--- src/rtl/rsd_pkg.sv ---
// Package for ray_segment_distance: shared widths, beat payload types and
// the per-cell state records. No dependencies.
package rsd_pkg;

  localparam int COORD_W = 16;
  localparam int RAD_W   = 32;   // dx^2 + dy^2
  localparam int ROOT_W  = RAD_W / 2;
  localparam int REM_W   = ROOT_W + 3;
  localparam int NUM_W   = 34;   // |num|
  localparam int DEN_W   = 33;   // |den|
  localparam int PROD_W  = ROOT_W + NUM_W;
  localparam int Q_W     = 24;   // distance width
  localparam int DSH_W   = DEN_W + Q_W;

  typedef struct packed {
    logic signed [COORD_W-1:0] origin_x;
    logic signed [COORD_W-1:0] origin_y;
    logic signed [COORD_W-1:0] dir_x;
    logic signed [COORD_W-1:0] dir_y;
    logic signed [COORD_W-1:0] seg_ax;
    logic signed [COORD_W-1:0] seg_ay;
    logic signed [COORD_W-1:0] seg_bx;
    logic signed [COORD_W-1:0] seg_by;
  } in_beat_t;

  // Data riding along the square-root chain
  typedef struct packed {
    logic             miss;
    logic             neg;
    logic [NUM_W-1:0] num_mag;
    logic [DEN_W-1:0] den_mag;
  } sq_pay_t;

  // Square-root cell state
  typedef struct packed {
    logic [RAD_W-1:0]  rad;
    logic [REM_W-1:0]  rem;
    logic [ROOT_W-1:0] root;
  } sq_st_t;

  // Divider cell state
  typedef struct packed {
    logic [PROD_W-1:0] rem;
    logic [DSH_W-1:0]  dsh;
    logic [Q_W-1:0]    quo;
    logic              miss;
    logic              neg;
    logic              ovf;
  } dv_st_t;

  // Pipeline control handed to each cell
  typedef struct packed {
    logic adv;
    logic vld;
  } cell_ctl_t;

endpackage

--- src/rtl/rsd_sqrt_cell.sv ---
// One digit of the integer square root: two radicand bits per cell.
// Depends on rsd_pkg.
module rsd_sqrt_cell (
  input  logic              clk,
  input  logic              rst_n,
  input  rsd_pkg::cell_ctl_t ctl_i,
  input  rsd_pkg::sq_st_t   st_i,
  input  rsd_pkg::sq_pay_t  pay_i,
  output logic              vld_o,
  output rsd_pkg::sq_st_t   st_o,
  output rsd_pkg::sq_pay_t  pay_o
);

  logic [rsd_pkg::REM_W-1:0] rem2, trial;
  rsd_pkg::sq_st_t st_nxt;

  // trial subtract of (root << 2) | 1
  always_comb begin
    rem2  = {st_i.rem[rsd_pkg::REM_W-3:0], st_i.rad[rsd_pkg::RAD_W-1 -: 2]};
    trial = {1'b0, st_i.root, 2'b01};
    st_nxt.rad = {st_i.rad[rsd_pkg::RAD_W-3:0], 2'b00};
    if (rem2 >= trial) begin
      st_nxt.rem  = rem2 - trial;
      st_nxt.root = {st_i.root[rsd_pkg::ROOT_W-2:0], 1'b1};
    end else begin
      st_nxt.rem  = rem2;
      st_nxt.root = {st_i.root[rsd_pkg::ROOT_W-2:0], 1'b0};
    end
  end

  always_ff @(posedge clk) begin
    if (!rst_n) begin
      vld_o <= 1'b0;
    end else if (ctl_i.adv) begin
      vld_o <= ctl_i.vld;
    end
  end

  always_ff @(posedge clk) begin
    if (ctl_i.adv) begin
      st_o  <= st_nxt;
      pay_o <= pay_i;
    end
  end

endmodule

--- config.mk ---
export PLATFORM = sky130hd
export DESIGN_NAME = rsd_sqrt_cell
export DESIGN_NICKNAME = d
export VERILOG_FILES = /design/src/rtl/rsd_pkg.sv /design/src/rtl/rsd_sqrt_cell.sv
export SDC_FILE = /design/constraint.sdc
export NUM_CORES = 1
export LEC_CHECK = 0
export ABC_AREA = 1
export BUFFER_PORTS_ARGS = -buffer_cell sky130_fd_sc_hd__buf_4
export CAP_MARGIN = 30
export CORE_ASPECT_RATIO = 0.5
export CORE_MARGIN = 2
export CORE_UTILIZATION = 27
export CTS_CLUSTER_DIAMETER = 120
export CTS_CLUSTER_SIZE = 30
export DETAILED_ROUTE_END_ITERATION = 10
export PLACE_DENSITY = 0.52
export SYNTH_ARGS = -nofsm -noshare
export SYNTH_HDL_FRONTEND = slang
export SYNTH_SLANG_ARGS = --single-unit
--- constraint.sdc ---
create_clock -name clk -period 3 [get_ports clk]
set_input_delay 0.45 -clock clk [delete_from_list [all_inputs] [get_ports clk]]
set_output_delay 0.45 -clock clk [all_outputs]
set_load 0.005 [all_outputs]
======== After elaboration in Yosys (flattened, before gate mapping) ========
Index checks and enable logic that the tools add are counted.
word-level totals
  flip-flop bits (word level) ............. 135
  output and inout bits ................... 137
  bits of input ports ..................... 140
  word-level logic and storage cells ...... 11
operators by class
  add/subtract/negate cells ............... 1
  muxes and demuxes ....................... 1
  $lt $le $gt $ge ......................... 1
operators with widths
  operator          count
  $mux W35          1
  $ge A19 B18 Y1    1
  $sub A19 B18 Y19  1

======== Longest topological paths before layout ========
  depth after elaboration ................. 2
  mapped depth ............................ 14
  mapped depth without buffers ............ 13

======== Least setup slack after synthesis ========
Ideal clock, no wire load.
  path type ............................... input to register
  from .................................... input st_i[6] in the netlist's numbering
  to ...................................... register st_o[33] in the netlist's numbering (data pin)
  stages on the path ...................... 13
  setup slack ............................. 1.073 ns
  library setup time ...................... 0.253 ns
  required time ........................... 2.747 ns
  data arrival time ....................... 1.674 ns
  path buffers ............................ 1
  cell sequence ........................... inv_1 ha_1 nand2_1 inv_2 nand2_2 inv_1 nand2_1 nand2_1 nand2_1 nand4_4 buf_6 nand3_1 nand2_1
RTL lines
  what                  RTL line             RTL
  start, declared       rsd_sqrt_cell.sv:7   input rsd_pkg::sq_st_t st_i,
  end signal, assigned  rsd_sqrt_cell.sv:41  st_o <= st_nxt;
  end, declared         rsd_sqrt_cell.sv:10  output rsd_pkg::sq_st_t st_o,

==> results.py <==
metrics = {
    "yosys": {
        "yosys_warnings": 0,
        "ys_ff_latch": 135,
        "synthArstFlopShare_pct": 0,
        "yosysMostFrequentCell": "nand2_1",
        "ys_types": 28,
        "synth_edf_count": 134,
        "syn_avg_cell_area_sq_um": 12.5,
        "synth_cells": 450,
        "synth_top_area_cell": "edfxtp_1",
        "syn_area_sq_um": 5620,
        "ys.flop_type": "edfxtp_1",
        "synth_top_area_share_pct": 71.6,
        "ys_seq_area_share_pct": 71.9,
        "synth_area_leaders": "edfxtp_1 (72%), nand2_1 (9.1%), ha_1 (4.0%)",
        "yosys-top-cells-count": "nand2_1 (136), edfxtp_1 (134), inv_1 (58), nand3_1 (22), nor2_1 (21)",
    },
    "clock_network": {
        "root_buffer": "clkbuf_16",
        "cts_setup_buffers": 0,
        "cts_max_level": 4,
        "cts_max_path_buffers": 2,
        "post_cts_resized": 0,
        "postCtsHoldBufs": 0,
        "clock_latency_ns": 0.41,
        "path_clk_slew_ns": 0.06,
        "cts_num_sinks": 135,
        "numCtsBuffers": 17,
        "cts_tree": "done",
    },
    "drt": {
        "routed_wl_um": 15100,
        "ant_nets": 0,
        "route.detailed.drc": 0,
        "viasPerCell": 4.08,
        "wire_per_inst_um": 14.8,
        "first_pass_iters": 5,
        "drt_iter0_markers": 204,
        "vias": 4175,
    },
    "floorplanning": {
        "core_area_sq_um": 20500,
        "initial_utilization_pct": 27.5,
        "row_count": 37,
        "ioPinCount": 277,
        "fp.dieH_um": 106,
        "dieArea_sq_um": 22100,
        "die_x_um": 208,
    },
    "sta": {
        "fin_crit_ns": 2.05,
        "slew_headroom_pct": 63.0,
        "tns_ns": 0,
        "setup_violations": 0,
        "rsz0062_at_grt": "no",
        "fin_ws_ns": 0.946,
        "clock_skew_ns": 0,
        "min_period_over_period_pct": 68.5,
        "hold_violations": 0,
        "slew_violations": 0,
        "worst_slew_pin_slew_ns": 0.555,
        "max_freq_ghz": 0.487,
    },
    "worst_setup_path": {
        "end_kind": "flip-flop",
        "cp_max_fo": 21,
        "critical_path.startpoint_type": "input pin",
        "r2r_start": "vld_o",
        "worstPathRequired_ns": 3.17,
        "worst_ep_arrival_time_ns": 2.22,
        "critPathLaunch": "st_i[12]",
        "critPathKind": "in -> reg",
    },
    "power_and_ir_drop": {
        "power_density_nw_per_um2": 594,
        "leakage_nw": 3.91,
        "irDropWorstVdd_mv": 0.251,
        "power.total_mw": 5.08,
    },
    "place": {
        "post-place-ws_ns": 0.502,
        "port_buffers": 272,
        "routabilityCongestion": 0.847,
        "dp_hpwl_um": 11700,
    },
    "hold_path": {
        "min_path_type": "in -> reg",
        "hp-start": "st_i[36]",
    },
    "global_route": {
        "grt_pass1_wl_um": 23000,
        "overflow": 0,
        "grt_max_degree": 58,
        "grt_usage_pct": 13.6,
        "antenna_found_initial": 0,
        "grt_pass1_vias": 4248,
    },
    "final_layout": {
        "post-route-util_pct": 41.8,
        "drive_above_1_share_pct": 42.7,
        "antenna_cells": 0,
        "synthToLayoutAreaGrowth_pct": 52.1,
        "nets": 898,
    },
    "run_status": {
        "status": "finished clean",
    },
    "job": {
        "max_cap_violations": 0,
    },
}
## power by group
group	internal, mW	switching [mW]
Sequential	2.27	0.0458
Clock	1.21	0.783
Combinational	0.406	0.360
Total	3.89	1.19
## cells by family after synthesis
| group | after synthesis | share of synthesized area (%) |
|---|---|---|
| compound gates | 20 | 2.25 |
| xor+xnor | 10 | 1.56 |
| fa+ha+maj | 18 | 4.01 |
| buf+inv | 68 | 5.32 |
| flops | 135 | 71.9 |
| other cells | 1 | 0.0667 |
| simple gates | 198 | 14.9 |
## sequential cells by signal (all words and copies together), names as in the netlist
| register | cells |
|---|---|
| pay_o | 69 |
| st_o | 65 |
| vld_o | 1 |
## final timing paths
kind / end / cells after the start / slack, ns
worst max register to register: vld_o / 2 / 2.35
worst min-delay path: st_o[38] / 1 / 0.21
worst min register to register: vld_o / 2 / 0.55
worst max-delay path: st_o[34] / 9 / 0.95
## critical path, cell delays in order
cell and delay (ns):
buf_4 0.09, inv_1 0.04, ha_1 0.35, a21oi_1 0.23, nand2_1 0.13, a21oi_2 0.19, nand4_4 0.38, inv_6 0.32
a21oi_4 0.04
## per-layer routing
layer	up-vias	GRT usage [%]	wire length (um)
met5	-	0	0
met4	0	4.20	154
met3	12	4.43	776
met2	108	23.8	7810
met1	1971	16.0	6390
li1	2084	-	-
## layout make-up
cell class	count	area (sq um)
fill	2002	11900
sequential	135	4040
timing repair buffer	275	2080
multi-input combinational	248	1280
clock buffer	18	429
tap	273	342
inverter	63	241
clock inverter	12	130
## placed cells by master, fill, tap and decap left out, drive strengths merged
master / netlist / routed
clkbuf: 0 / 18
xor2: 8 / 8
buf: 5 / 275
conb: 1 / 2
xnor2: 2 / 2
and2: 2 / 2
inv: 63 / 64
edfxtp: 134 / 134
nor3: 3 / 3
bufinv: 0 / 2
ha: 18 / 18
a21oi: 13 / 13
o21ai: 4 / 4
nand4: 2 / 2
nand2: 143 / 143
dfxtp: 1 / 1
nand3: 23 / 23
nand3b: 2 / 2
clkinvlp: 0 / 3
o21bai: 3 / 3
nor2: 23 / 23
clkinv: 0 / 6
## metrics by stage
step / cell area (sq um) / cells / hold WS (ns)
2_1_floorplan: 5630 / 451 / 0.525
3_5_place_dp: 7990 / 994 / 0.546
3_3_place_gp: 7990 / 994 / 0.528
6_report: 8550 / 1024 / 0.206
5_1_grt: 8550 / 1024 / 0.173
4_1_cts: 8550 / 1024 / 0.181
(Power assumes the default switching activity.)
