<file path="src/rtl/rsd_pkg.sv">
// Package for ray_segment_distance: shared widths, beat payload types and
// the per-cell state records. No dependencies.
package rsd_pkg;

  localparam int COORD_W = 16;
  localparam int RAD_W   = 32;   // dx^2 + dy^2
  localparam int ROOT_W  = RAD_W / 2;
  localparam int REM_W   = ROOT_W + 3;
  localparam int NUM_W   = 34;   // |num|
  localparam int DEN_W   = 33;   // |den|
  localparam int PROD_W  = ROOT_W + NUM_W;
  localparam int Q_W     = 24;   // distance width
  localparam int DSH_W   = DEN_W + Q_W;

  typedef struct packed {
    logic signed [COORD_W-1:0] origin_x;
    logic signed [COORD_W-1:0] origin_y;
    logic signed [COORD_W-1:0] dir_x;
    logic signed [COORD_W-1:0] dir_y;
    logic signed [COORD_W-1:0] seg_ax;
    logic signed [COORD_W-1:0] seg_ay;
    logic signed [COORD_W-1:0] seg_bx;
    logic signed [COORD_W-1:0] seg_by;
  } in_beat_t;

  // Data riding along the square-root chain
  typedef struct packed {
    logic             miss;
    logic             neg;
    logic [NUM_W-1:0] num_mag;
    logic [DEN_W-1:0] den_mag;
  } sq_pay_t;

  // Square-root cell state
  typedef struct packed {
    logic [RAD_W-1:0]  rad;
    logic [REM_W-1:0]  rem;
    logic [ROOT_W-1:0] root;
  } sq_st_t;

  // Divider cell state
  typedef struct packed {
    logic [PROD_W-1:0] rem;
    logic [DSH_W-1:0]  dsh;
    logic [Q_W-1:0]    quo;
    logic              miss;
    logic              neg;
    logic              ovf;
  } dv_st_t;

  // Pipeline control handed to each cell
  typedef struct packed {
    logic adv;
    logic vld;
  } cell_ctl_t;

endpackage

</file>
<file path="src/rtl/rsd_div_cell.sv">
// One quotient bit of the restoring divider; divisor shifts right per cell.
// Depends on rsd_pkg.
module rsd_div_cell (
  input  logic               clk,
  input  logic               rst_n,
  input  rsd_pkg::cell_ctl_t ctl_i,
  input  rsd_pkg::dv_st_t    st_i,
  output logic               vld_o,
  output rsd_pkg::dv_st_t    st_o
);

  rsd_pkg::dv_st_t st_nxt;

  // compare remainder with shifted divisor
  always_comb begin
    st_nxt     = st_i;
    st_nxt.dsh = {1'b0, st_i.dsh[rsd_pkg::DSH_W-1:1]};
    if (rsd_pkg::DSH_W'(st_i.rem) >= st_i.dsh) begin
      st_nxt.rem = st_i.rem - st_i.dsh[rsd_pkg::PROD_W-1:0];
      st_nxt.quo = {st_i.quo[rsd_pkg::Q_W-2:0], 1'b1};
    end else begin
      st_nxt.quo = {st_i.quo[rsd_pkg::Q_W-2:0], 1'b0};
    end
  end

  always_ff @(posedge clk) begin
    if (!rst_n) begin
      vld_o <= 1'b0;
    end else if (ctl_i.adv) begin
      vld_o <= ctl_i.vld;
    end
  end

  always_ff @(posedge clk) begin
    if (ctl_i.adv) begin
      st_o <= st_nxt;
    end
  end

endmodule

</file>
<file path="config.mk">
export PLATFORM = sky130hd
export DESIGN_NAME = rsd_div_cell
export DESIGN_NICKNAME = d
export VERILOG_FILES = /design/src/rtl/rsd_pkg.sv /design/src/rtl/rsd_div_cell.sv
export SDC_FILE = /design/constraint.sdc
export NUM_CORES = 1
export LEC_CHECK = 0
export BUFFER_PORTS_ARGS = -buffer_cell sky130_fd_sc_hd__clkbuf_2
export CORE_MARGIN = 10
export CORE_UTILIZATION = 46
export DETAILED_ROUTE_END_ITERATION = 10
export PLACE_DENSITY_LB_ADDON = 0.15
export SLEW_MARGIN = 20
export SYNTH_ARGS = -nofsm -noshare
export SYNTH_HDL_FRONTEND = slang
export SYNTH_SLANG_ARGS = --single-unit
</file>
<file path="constraint.sdc">
create_clock -name clk -period 2.9 [get_ports clk]
set_input_delay 0 -clock clk [delete_from_list [all_inputs] [get_ports clk]]
set_output_delay 0 -clock clk [all_outputs]
set_load 0.01 [all_outputs]
</file>
Yosys cells after proc, flatten, opt, wreduce, memory -nomap -nowiden:

Cells that the tools add are included.

* multiplexer cells: 2
* order comparisons: 1
* add/sub/neg operators: 1

Operators by type and width (number)
* $ge 50x57->1: 1
* $mux 50: 1
* $sub 50x50->50: 1
* $mux 1: 1

* word-level logic and storage cells: 11
* output and inout port bits: 135
* flip-flop bits (word level): 134
* input bits: 138

Depth between registers and ports, before layout:

* depth after elaboration: 2
* mapped depth: 15
* depth with buffers taken out: 13

Least setup slack after synthesis:

OpenSTA, ideal clock, no wires.

* path kind: input port to flip-flop
* start point: input st_i[84] (netlist bit)
* end point: register st_o[128] (netlist bit), data pin
* setup time: 0.260 ns
* data required time: 2.640 ns
* setup slack: 0.008 ns
* arrival: 2.632 ns
* buffers on the path: 0
* stages: 13
* cell sequence: inv_1 -> ha_1 -> inv_1 -> fa_1 -> a211oi_1 -> nor4_1 -> a211o_1 -> a221o_1 -> a21oi_1 -> o21ai_0 -> a21oi_1 -> xnor2_1 -> mux2_4

RTL lines
* start: declaration: line rsd_div_cell.sv:7 `input rsd_pkg::dv_st_t st_i,`
* end signal: assignment: line rsd_div_cell.sv:36 `st_o <= st_nxt;`
* end: declaration: line rsd_div_cell.sv:9 `output rsd_pkg::dv_st_t st_o`

==> flow_metrics.tcl <==
set metrics [dict create \
    holdPathStages 3 \
    p_switching_uw 1684 \
    slowest_stage "dlygate4sd3_1" \
    clkPwrFrac 0.375 \
    p_seq_frac 0.380 \
    async_flop_share 0 \
    hold_path.startpoint "st_i[133]" \
    grt_max_degree 56 \
    synth_top_area_frac 0.5030 \
    drv_slew 0 \
    final_core_util 0.7264 \
    antenna_found_initial 1 \
    cts_tree "yes" \
    vdd_drop_max_mv 0.4166 \
    ctsHtreeMaxLevel 4 \
    status "completed" \
    cts.sinks 134 \
    crit_path_frequent_cell "a21o_1" \
    hp-class "primary input to flip-flop" \
    numCtsBuffers 17 \
    vias 7314 \
    drtIter0Drc 422 \
    swShare 0.2732 \
    hold_slack_ns 0.01119 \
    die_x_microns 151.4 \
    syn_nets 893 \
    critical_path_arrival_ns 2.99 \
    crit_fanout 14 \
    netlist_area_sq_um 7940 \
    synth_area_leaders "edfxtp_1, ha_1, mux2_4" \
    timing.rr.end "vld_o$_SDFFE_PN0P_" \
    dr.pass1.iters 5 \
    num_io_pins 273 \
    crit_chain "dlygate4sd3_1 -> clkbuf_2 -> ha_1 -> a21o_1 -> a21o_1 -> a21o_1 -> a21oi_2 -> o221ai_2 -> or3_4 -> o2111ai_4 -> and2_4 -> inv_4 -> buf_12 -> mux2_4" \
    p_comb_frac 0.245 \
    clkTransAtPathRegs_ns 0.06 \
    dieArea_sq_um 22920 \
    crit_path_start_kind "primary input" \
    ys.flop_type "edfxtp_1" \
    period_needed_ns 2.818 \
    fin_area_sq_um 12170 \
    via_per_inst 5.180 \
    synth_area_per_cell_sq_um 11.28 \
    max_freq_mhz 354.9 \
    synthToLayoutAreaGrowth_pct 53.33 \
    place_congestion 0.9348 \
    num_rows 47 \
    cap_viol_max_count 0 \
    core_sq_um 16760 \
    worst_slew_pin_slew_ns 0.5622 \
    drc 0 \
    die_h_microns 151.4 \
    fillers 1273 \
    leakage_uw 0.005553 \
    clock_skew_ns 0 \
    min_to "st_o[133]$_DFFE_PP_" \
    route.detailed.wl_per_inst_microns 18.34 \
    synth_cell_types 67 \
    crit_path_end_kind "flip-flop" \
    max_stage_delay_ns 0.54 \
    nets 1367 \
    cp.required_ns 3.07 \
    drt_wl_total_microns 25900 \
    drtAntennaViolNets 0 \
    cts-root-buf "clkbuf_16" \
    setup_viol 0 \
    clkLatencyLatePin_ns 0.42 \
    synth_top_cell_by_area "edfxtp_1" \
    power.density_nw_per_um2 506.4 \
    final_hold_viol_count 0 \
    synth_seq_cells 134 \
    grt-ovfl-total 0 \
    drive_above_1_share 0.3762 \
    dp_hpwl_microns 18980 \
    reg2reg_slack_ns 1.77 \
    synth_edf_count 133 \
    synthCells 704 \
    synth_warnings 0 \
    crit_type "primary input to flip-flop" \
    grt_pass1_wl_microns 40340 \
    p_int_uw 4481 \
    initial_core_util 0.4738 \
    period_share 0.9716 \
    rr_worst_depth 3 \
    grt_usage 0.2228 \
    slew_headroom 0.6205 \
    worstReg2RegStart "vld_o$_SDFFE_PN0P_" \
    clk_path_buf_depth 2 \
    io_buffers 270 \
    synth_seq_area_share 0.5055 \
    grt_pass1_vias 7554 \
    placed_cell_area_sq_um 10030 \
]
[repair_timing]
item                                    4_1_cts  5_1_grt
hold buffers                                133        0
resized for setup                             0       34
endpoints found under the setup margin        0       37
buffers inserted                              0        4
endpoints found under the hold margin       132        0
[cell type report]
type                    count  area, sq um  share of cell area
flip-flops and latches    134         4014              0.3297
well taps                 220        275.3             0.02261
clock inverters            14        198.9             0.01634
clock buffers              18        429.2             0.03525
inverters                  69        261.5             0.02148
diodes                      1        2.502           0.0002055
multi-input cells         478         3687              0.3029
repair buffers            478         3306              0.2715
[worst max path at each step]
stage,startpoint,to,slack (ns),cells past startpoint
floorplan,st_i[84],st_o[128]$_DFFE_PP_,0.008,13
global placement,st_i[84],st_o[128]$_DFFE_PP_,-0.13,15
detailed placement,st_i[84],st_o[126]$_DFFE_PP_,-0.21,14
CTS,st_i[68],st_o[109]$_DFFE_PP_,0.01,15
global route,st_i[68],st_o[109]$_DFFE_PP_,-0.008,15
finish,st_i[113],st_o[109]$_DFFE_PP_,0.08,14
[Yosys cell counts (11+ instances only)]
library cell / number
mux2_4: 29
nand2_1: 39
xnor2_1: 36
ha_1: 50
nand4_1: 11
o21ai_0: 45
a21o_1: 23
nor3_1: 12
clkbuf_1: 14
nand3_1: 30
a21oi_1: 61
inv_1: 68
edfxtp_1: 133
nor2_1: 29
[critical path, delay by kind of cell]
kind,cells,cell delay [ns]
AND/OR/NAND/NOR,2,0.58
adder cells (fa/ha/maj),1,0.20
buffers and inverters,4,0.88
multiplexers,1,0.31
AO/OA/AOI/OAI,6,1.00
[metrics by stage]
stage          std cells  worst slack [ns]  TNS [ns]  total power, uW
6_report            1412           0.08234         0             6165
5_1_grt             1412         -0.008440  -0.04174             6444
4_1_cts             1407           0.01027         0             6139
3_5_place_dp        1242           -0.2082    -2.078             3685
3_3_place_gp        1242           -0.1264   -0.8022             3671
2_1_floorplan        704          0.007527         0             3104
[registers in the layout, summed over array words and instances, names as in the netlist]
signal	flops
vld_o	1
st_o	133
[per-layer routing]
metal  wire [microns]  vias to the layer above  global-route usage  part of all wire
li1                 -                     3582                   -                 -
met1            10760                     3414              0.2758              0.42
met2            12460                      292              0.3706              0.48
met3             2345                       26             0.06832             0.091
met4              325                        0             0.05630             0.013
met5                0                        -                   0                 0
[logic make-up (layout without fill, tap and decap cells)]
family / count (synthesis) / count (layout) / synth area share
DFF: 134 / 134 / 0.5055
muxes: 34 / 34 / 0.06177
AOI/OAI and AO/OA: 195 / 195 / 0.1590
adders and majority gates: 51 / 51 / 0.08131
xor gates and xnor gates: 42 / 42 / 0.04633
and+or+nand+nor: 155 / 155 / 0.09644
buffers and inverters: 92 / 579 / 0.04916
other: 1 / 2 / 0.0004723
[cell usage in the layout (no fill, tap or decap), types with 36 or more instances in the layout]
| master | count |
|---|---|
| buf_4 | 70 |
| a21oi_1 | 55 |
| ha_1 | 44 |
| nand2_1 | 38 |
| clkbuf_2 | 269 |
| dlygate4sd3_1 | 133 |
| o21ai_0 | 40 |
| inv_1 | 68 |
| edfxtp_1 | 133 |
| xnor2_1 | 36 |
[power by group through the flow]
stage	clock [uW]	combinational, uW	sequential, uW
6_report	2310	1510	2340
5_1_grt	2430	1660	2360
4_1_cts	2350	1450	2340
3_5_place_dp	0	1310	2380
3_3_place_gp	0	1300	2370
2_1_floorplan	0	636	2470
No activity file was read; power rests on OpenSTA's default activity.
